==> src/hdl/alcf_pkg.sv <==
// package for the altitude complementary filter
// shared payload, command and status types, constants and saturation helper
// no dependencies
package alcf_pkg;

  localparam int DELAY_TAPS = 2;
  localparam int CFG_IDX_W  = 2;
  localparam int CFG_DATA_W = 24;

  localparam logic [23:0] GAIN_ACCEL_RST    = 24'd155344;
  localparam logic [23:0] GAIN_VELOCITY_RST = 24'd1398101;
  localparam logic [23:0] GAIN_POSITION_RST = 24'd4194304;
  localparam logic [15:0] CAL_SAMPLES_RST   = 16'd500;

  // ceil(2^36 / 125): exact floor(x / 125) for x below 2^29
  localparam logic [29:0] DT_RECIP = 30'd549755814;

  typedef enum logic [CFG_IDX_W-1:0] {
    REG_GAIN_ACCEL    = 2'd0,
    REG_GAIN_VELOCITY = 2'd1,
    REG_GAIN_POSITION = 2'd2,
    REG_CAL_SAMPLES   = 2'd3
  } cfg_reg_t;

  typedef struct packed {
    logic signed [31:0] baro_height;
    logic signed [31:0] vert_accel;
    logic [15:0]        elapsed_us;
  } in_item_t;

  typedef struct packed {
    logic signed [31:0] altitude;
    logic signed [31:0] vertical_speed;
    logic               calibrating;
  } out_item_t;

  typedef enum logic [3:0] {
    ST_IDLE, ST_CAL, ST_DT_M, ST_DT_W, ST_SC_M, ST_SC_W, ST_IN_M, ST_IN_W,
    ST_ACC, ST_DV_M, ST_DV_W, ST_DH_M, ST_DH_W, ST_UPD, ST_OUT
  } state_t;

  typedef enum logic [2:0] {
    MS_DT, MS_SCALE, MS_INC, MS_DV, MS_DH
  } mul_sel_t;

  typedef enum logic [3:0] {
    OP_NONE, OP_CAL, OP_DT, OP_SCALE, OP_INC, OP_ACC, OP_DV, OP_DH, OP_UPD, OP_OUT
  } op_t;

  typedef struct packed {
    logic       load_in;
    mul_sel_t   mul_sel;
    op_t        op;
    logic [1:0] corr_idx;
    logic       out_cal;
  } cmd_t;

  typedef struct packed {
    logic calib;
    logic out_busy;
  } status_t;

  function automatic logic signed [31:0] sat32(input logic signed [65:0] x);
    if (x > 66'sd2147483647) begin
      return 32'sh7fffffff;
    end else if (x < -66'sd2147483648) begin
      return 32'sh80000000;
    end else begin
      return x[31:0];
    end
  endfunction

endpackage

==> src/hdl/alcf_ctrl.sv <==
// sequencer for the altitude filter: walks one request through the shared multiplier
// depends on alcf_pkg
module alcf_ctrl (
  input  logic             clk,
  input  logic             rst_n,
  input  logic             in_valid,
  output logic             in_stall,
  input  alcf_pkg::status_t status,
  output alcf_pkg::cmd_t   cmd
);
  import alcf_pkg::*;

  state_t     state_r, state_nxt;
  logic [1:0] idx_r, idx_nxt;
  logic       cal_r, cal_nxt;
  logic       accept;

  assign in_stall = (state_r != ST_IDLE);
  assign accept   = in_valid && !in_stall;

  always_ff @(posedge clk) begin
    if (!rst_n) begin
      state_r <= ST_IDLE;
      idx_r   <= 2'd0;
      cal_r   <= 1'b0;
    end else begin
      state_r <= state_nxt;
      idx_r   <= idx_nxt;
      cal_r   <= cal_nxt;
    end
  end

  always_comb begin
    state_nxt    = state_r;
    idx_nxt      = idx_r;
    cal_nxt      = cal_r;
    cmd.load_in  = accept;
    cmd.mul_sel  = MS_DT;
    cmd.op       = OP_NONE;
    cmd.corr_idx = idx_r;
    cmd.out_cal  = cal_r;
    case (state_r)
      ST_IDLE: begin
        if (accept) begin
          cal_nxt   = status.calib;
          state_nxt = status.calib ? ST_CAL : ST_DT_M;
        end
      end
      ST_CAL: begin
        cmd.op    = OP_CAL;
        state_nxt = ST_OUT;
      end
      ST_DT_M: begin
        cmd.mul_sel = MS_DT;
        state_nxt   = ST_DT_W;
      end
      ST_DT_W: begin
        cmd.op    = OP_DT;
        idx_nxt   = 2'd0;
        state_nxt = ST_SC_M;
      end
      ST_SC_M: begin
        cmd.mul_sel = MS_SCALE;
        state_nxt   = ST_SC_W;
      end
      ST_SC_W: begin
        cmd.op    = OP_SCALE;
        state_nxt = ST_IN_M;
      end
      ST_IN_M: begin
        cmd.mul_sel = MS_INC;
        state_nxt   = ST_IN_W;
      end
      ST_IN_W: begin
        cmd.op = OP_INC;
        if (idx_r == 2'd2) begin
          idx_nxt   = 2'd0;
          state_nxt = ST_ACC;
        end else begin
          idx_nxt   = idx_r + 2'd1;
          state_nxt = ST_SC_M;
        end
      end
      ST_ACC: begin
        cmd.op    = OP_ACC;
        state_nxt = ST_DV_M;
      end
      ST_DV_M: begin
        cmd.mul_sel = MS_DV;
        state_nxt   = ST_DV_W;
      end
      ST_DV_W: begin
        cmd.op    = OP_DV;
        state_nxt = ST_DH_M;
      end
      ST_DH_M: begin
        cmd.mul_sel = MS_DH;
        state_nxt   = ST_DH_W;
      end
      ST_DH_W: begin
        cmd.op    = OP_DH;
        state_nxt = ST_UPD;
      end
      ST_UPD: begin
        cmd.op    = OP_UPD;
        state_nxt = ST_OUT;
      end
      ST_OUT: begin
        // hold until the result register is free
        if (!status.out_busy) begin
          cmd.op    = OP_OUT;
          state_nxt = ST_IDLE;
        end
      end
      default: state_nxt = ST_IDLE;
    endcase
  end

  a_idx_range: assert property (@(posedge clk) disable iff (!rst_n) idx_r != 2'd3)
    else $error("correction index out of range");
  a_out_free: assert property (@(posedge clk) disable iff (!rst_n)
    (cmd.op == OP_OUT) |-> !status.out_busy)
    else $error("result written while previous one pending");
  a_load_idle: assert property (@(posedge clk) disable iff (!rst_n)
    cmd.load_in |=> (state_r == ST_CAL || state_r == ST_DT_M))
    else $error("accepted request did not start processing");
endmodule

==> config.mk <==
export PLATFORM = sky130hd
export DESIGN_NAME = alcf_ctrl
export DESIGN_NICKNAME = d
export VERILOG_FILES = /design/src/hdl/alcf_pkg.sv /design/src/hdl/alcf_ctrl.sv
export SDC_FILE = /design/constraint.sdc
export NUM_CORES = 1
export LEC_CHECK = 0
export BUFFER_PORTS_ARGS = -buffer_cell sky130_fd_sc_hd__buf_2
export CAP_MARGIN = 20
export CORE_UTILIZATION = 30
export DETAILED_ROUTE_END_ITERATION = 10
export PLACE_DENSITY_LB_ADDON = 0.12
export SKIP_LAST_GASP = 1
export SYNTH_ARGS = -nofsm -noshare
export SYNTH_HDL_FRONTEND = slang
export SYNTH_SLANG_ARGS = --single-unit
export TNS_END_PERCENT = 10
==> constraint.sdc <==
create_clock -name clk -period 1.5 [get_ports clk]
set_input_delay 0.15 -clock clk [delete_from_list [all_inputs] [get_ports clk]]
set_output_delay 0.15 -clock clk [all_outputs]
set_load 0.01 [all_outputs]
# Word-level counts from Yosys, hierarchy flattened

Index checks and enable logic that the tools add are counted.
Widths: inputs -> output; s select.

Input bits: 5
Output and inout bits: 12
Bits in registers: 7

Multiplexer cells: 10
Reduce and logical (&&, ||, !) cells: 8
Add/sub/neg operators: 1
Equality and inequality tests: 17

Operators with widths:

| kind                | number |
|---|---|
| $pmux 4 s14         | 1 |
| $pmux 4 s9          | 1 |
| $eq 4x4->1 const B  | 7 |
| $eq 4x3->1 const B  | 4 |
| $mux 4              | 4 |
| $pmux 3 s4          | 1 |
| $eq 4x2->1 const B  | 2 |
| $eq 4x1->1 const B  | 1 |
| $logic_not 4->1     | 1 |
| $mux 2              | 2 |
| $ne 2x2->1 const B  | 2 |
| $pmux 2 s2          | 1 |
| $reduce_and 2->1    | 2 |
| $reduce_bool 4->1   | 1 |
| $add 2x1->2 const B | 1 |
| $eq 2x2->1 const B  | 1 |
| $reduce_bool 2->1   | 1 |
| $reduce_or 2->1     | 1 |
| $logic_and 1x1->1   | 1 |
| $logic_not 1->1     | 1 |

# Logic depth before layout (Yosys ltp)

Depth after elaboration: 5
Gate-level depth with buffers: 4
Depth with buffers taken out: 3

# Worst setup path before layout

OpenSTA, ideal clock, no wires.

Path kind: flip-flop to flip-flop
Start point: register state_r[2]
End point: register state_r[2]
Period minus slack after synthesis: 1.326 ns
Cell stages (with the launch flop): 4
Path slack: 0.174 ns
Data required time: 1.375 ns
Path buffers: 0
Data arrival time: 1.201 ns
Cells stage by stage: dfxtp_1 > or4_4 > o221ai_2 > o31ai_1

Word-level cells in the longest chain between the ends: 5
Elaborated cells on any way between the ends: 23
Classes of those cells: eq/ne: 16; mux: 1; reduce/logical: 6

Ends and longest elaborated chain:

| what                              | RTL line        | RTL |
|---|---|---|
| start, declared                   | alcf_ctrl.sv:13 | `state_t state_r, state_nxt;` |
| start signal, assigned            | alcf_ctrl.sv:27 | `state_r <= state_nxt;` |
| $reduce_bool 4->1                 | alcf_ctrl.sv:18 | `assign in_stall = (state_r != ST_IDLE);` |
| net in_stall                      | alcf_ctrl.sv:7  | `output logic in_stall,` |
| $logic_not 1->1                   | alcf_ctrl.sv:19 | `assign accept = in_valid && !in_stall;` |
| $logic_and 1x1->1                 | alcf_ctrl.sv:19 |  |
| $ne 2x2->1 (no source line)       | n/a             |  |
| $reduce_and 2->1 (no source line) | n/a             |  |

The timed path passes the listed nets, and every way through them passes these cells.
A chain may end at the register's enable or synchronous reset.

==> flow_summary.yaml <==
synth:
  syn_inst: 72
  synth_edf_count: 0
  yosysTopAreaCell: "dfxtp_1"
  ys_ff_latch: 7
  synth.area.top_cells: "dfxtp_1, a21oi_1, nand2b_1, nand3b_1, nand2_1"
  yosys_warnings: 0
  post-synth-top-count-cell: "a21oi_1"
  synth.avg_cell_area_um2: 7.28
  synth_top_area_frac: 0.267
  syn_area_um2: 524
  synth_commonest_cells: "a21oi_1, dfxtp_1, nand2_1, nand2b_1, nor2_1"
  async_flop_share: 0
  yosysSeqAreaShare: 0.267
  ys_types: 30
  synth_nets: 77
  ys.flop_type: "dfxtp_1"
placement:
  port_buffers: 16
  dp_hpwl_um: 977
  place_inst: 106
  dpl_worst_slack_ns: 0.150
  gp_congestion: 0.815
critical_path:
  startpoint_type: "flop"
  end_kind: "output pin"
  rr_startpoint: "state_r[3]"
  reg2reg_slack_ns: 0.16
  critical_path_class: "reg -> out"
  worst_ep_required_time_ns: 1.35
  crit_fanout: 6
  arrival_ns: 1.34
  rr_worst_depth: 3
  r2r-end: "state_r[2]"
detailed_routing:
  wire_per_inst_um: 11.7
  drcViolationCount: 2
  routed_via_density: 5.25
  first_pass_iters: 7
  drt_iter0_drc: 15
  wirelength_um: 1290
  ant_nets: 0
  via_count: 578
timing:
  min_period_over_period: 0.994
  setup_viol: 0
  finalHoldViolCount: 0
  clock-skew-final_ns: 0.00190
  worstMarginPinSlew_ns: 0.275
  drv_slew: 0
  rsz0062_at_grt: "yes"
  timing.fmax_ghz: 0.670
  setup_ws_ns: 0.00844
  period_needed_ns: 1.49
  slew_headroom: 0.815
  tns_ns: 0
clock_network:
  cts_max_level: 1
  clkSinkCount: 7
  cts_buffers: 3
  path_clk_slew_ns: 0.05
  cts.path.max_buffers: 2
  clockRootBuffer: "clkbuf_4"
  postCtsHoldBufs: 0
  cts_setup_buffers: 0
  worstSkewPairLatency_ns: 0.24
  cts_tree: "yes"
worst_hold_path:
  hold_depth: 2
  holdCritStartpoint: "rst_n"
  hp-class: "in -> reg"
  hold_end: "state_r[3]"
global_routing:
  grt_usage: 0.142
  grt_pass1_vias: 480
  grt_pass1_wl_um: 2100
  gr-total-overflow: 0
  antenna_found_initial: 0
  grt_max_degree: 15
final_layout:
  syn_to_final_growth_pct: 30.3
  fin_util: 0.433
  instances_no_fill: 110
  fin_nets: 100
  drive_gt1_frac: 0.340
  n_fill_cell: 166
  diodes: 0
floorplanning:
  io_pins: 17
  chipWidth_um: 43.8
  rows: 14
  core_um2: 1580
  die_h_um: 43.8
  start_util: 0.333
  dieArea_um2: 1920
power_and_ir_drop:
  cellPowerDensity_nw_per_um2: 1900
  max-vdd-ir-drop_v: 0.000763
  cellLeakagePower_nw: 0.292
  total_power_mw: 1.30
status:
  violations: "DRC"
  status: "finished, violations left"
run:
  max-cap-violations: 0
[stage by stage]
step / hold WS, ns / area [µm²]
finish: 0.154 / 683
global route: 0.153 / 683
CTS: 0.153 / 681
detailed placement: 0.416 / 653
global placement: 0.424 / 653
floorplan: 0.278 / 524
[routing by layer]
metal	GRT usage	vias up	routed length, µm
met3	0.0125	0	60
li1	-	303	-
met4	0.0375	0	0
met1	0.204	259	652
met5	0	-	0
met2	0.227	16	574
[final cells by class]
class	count	area (µm²)	area share
inverter	5	18.8	0.0275
multi-input combinational	54	334	0.489
sequential	7	144	0.211
clock buffer	4	26.3	0.0385
tap	16	20.0	0.0293
timing repair buffer	24	140	0.205
[cell families (layout without fill, tap and decap cells)]
| group | Yosys count | after routing | synth area share |
|---|---|---|---|
| mux | 1 | 1 | 0.0191 |
| compound gates | 20 | 20 | 0.243 |
| simple gates | 33 | 33 | 0.375 |
| buf+inv | 11 | 33 | 0.0954 |
| flops | 7 | 7 | 0.267 |
[placed cells by master, fill, tap and decap left out]
master,instances
o31a_1,1
nand2_1,7
and2_1,1
clkinv_1,1
a211oi_1,2
o221ai_2,1
nand3b_1,4
buf_2,16
o21ai_1,3
nor2_1,5
a21oi_1,9
clkbuf_1,1
mux2i_1,1
nor4_1,2
dfxtp_1,4
o31ai_1,1
nor3_1,1
nand4_1,1
nor2b_1,1
nand4bb_1,1
nand2b_1,6
inv_1,4
clkbuf_4,3
nor3b_1,1
o22ai_1,1
a21boi_0,1
or4_4,1
dfxtp_2,3
o21bai_1,1
buf_4,8
or4_1,1
or4b_1,1
[worst max-delay path by stage]
stage,endpoint,slack [ns],from
after CTS,cmd[10],0.003,state_r[3]
after detailed placement,state_r[2],0.15,state_r[3]
after global placement,idx_r[0],0.18,state_r[1]
after floorplan,state_r[2],0.17,state_r[2]
after global routing,cmd[10],-0.04,state_r[3]
final,cmd[10],0.008,state_r[3]
[where the power goes]
part	switching (mW)	total [mW]	internal (mW)
logic	0.429	0.813	0.383
clock network	0.0678	0.169	0.101
registers	0.0689	0.318	0.249
[sequential cells by signal (all words and copies together), names as in the netlist]
name and count:
cal_r 1, state_r 4, idx_r 2
[repair_timing]
| item | in CTS | in global routing |
|---|---|---|
| setup endpoints to repair | 1 | 5 |
| hold endpoints to repair | 0 | 0 |
| gates resized for setup | 1 | 2 |
| cloned | 0 | 0 |
[critical path, stage by stage (launching register included)]
cell     delay (ns)
dfxtp_2        0.34
or4_4          0.54
nor2_1         0.09
buf_2          0.13
Power figures use the tool's default switching activity.
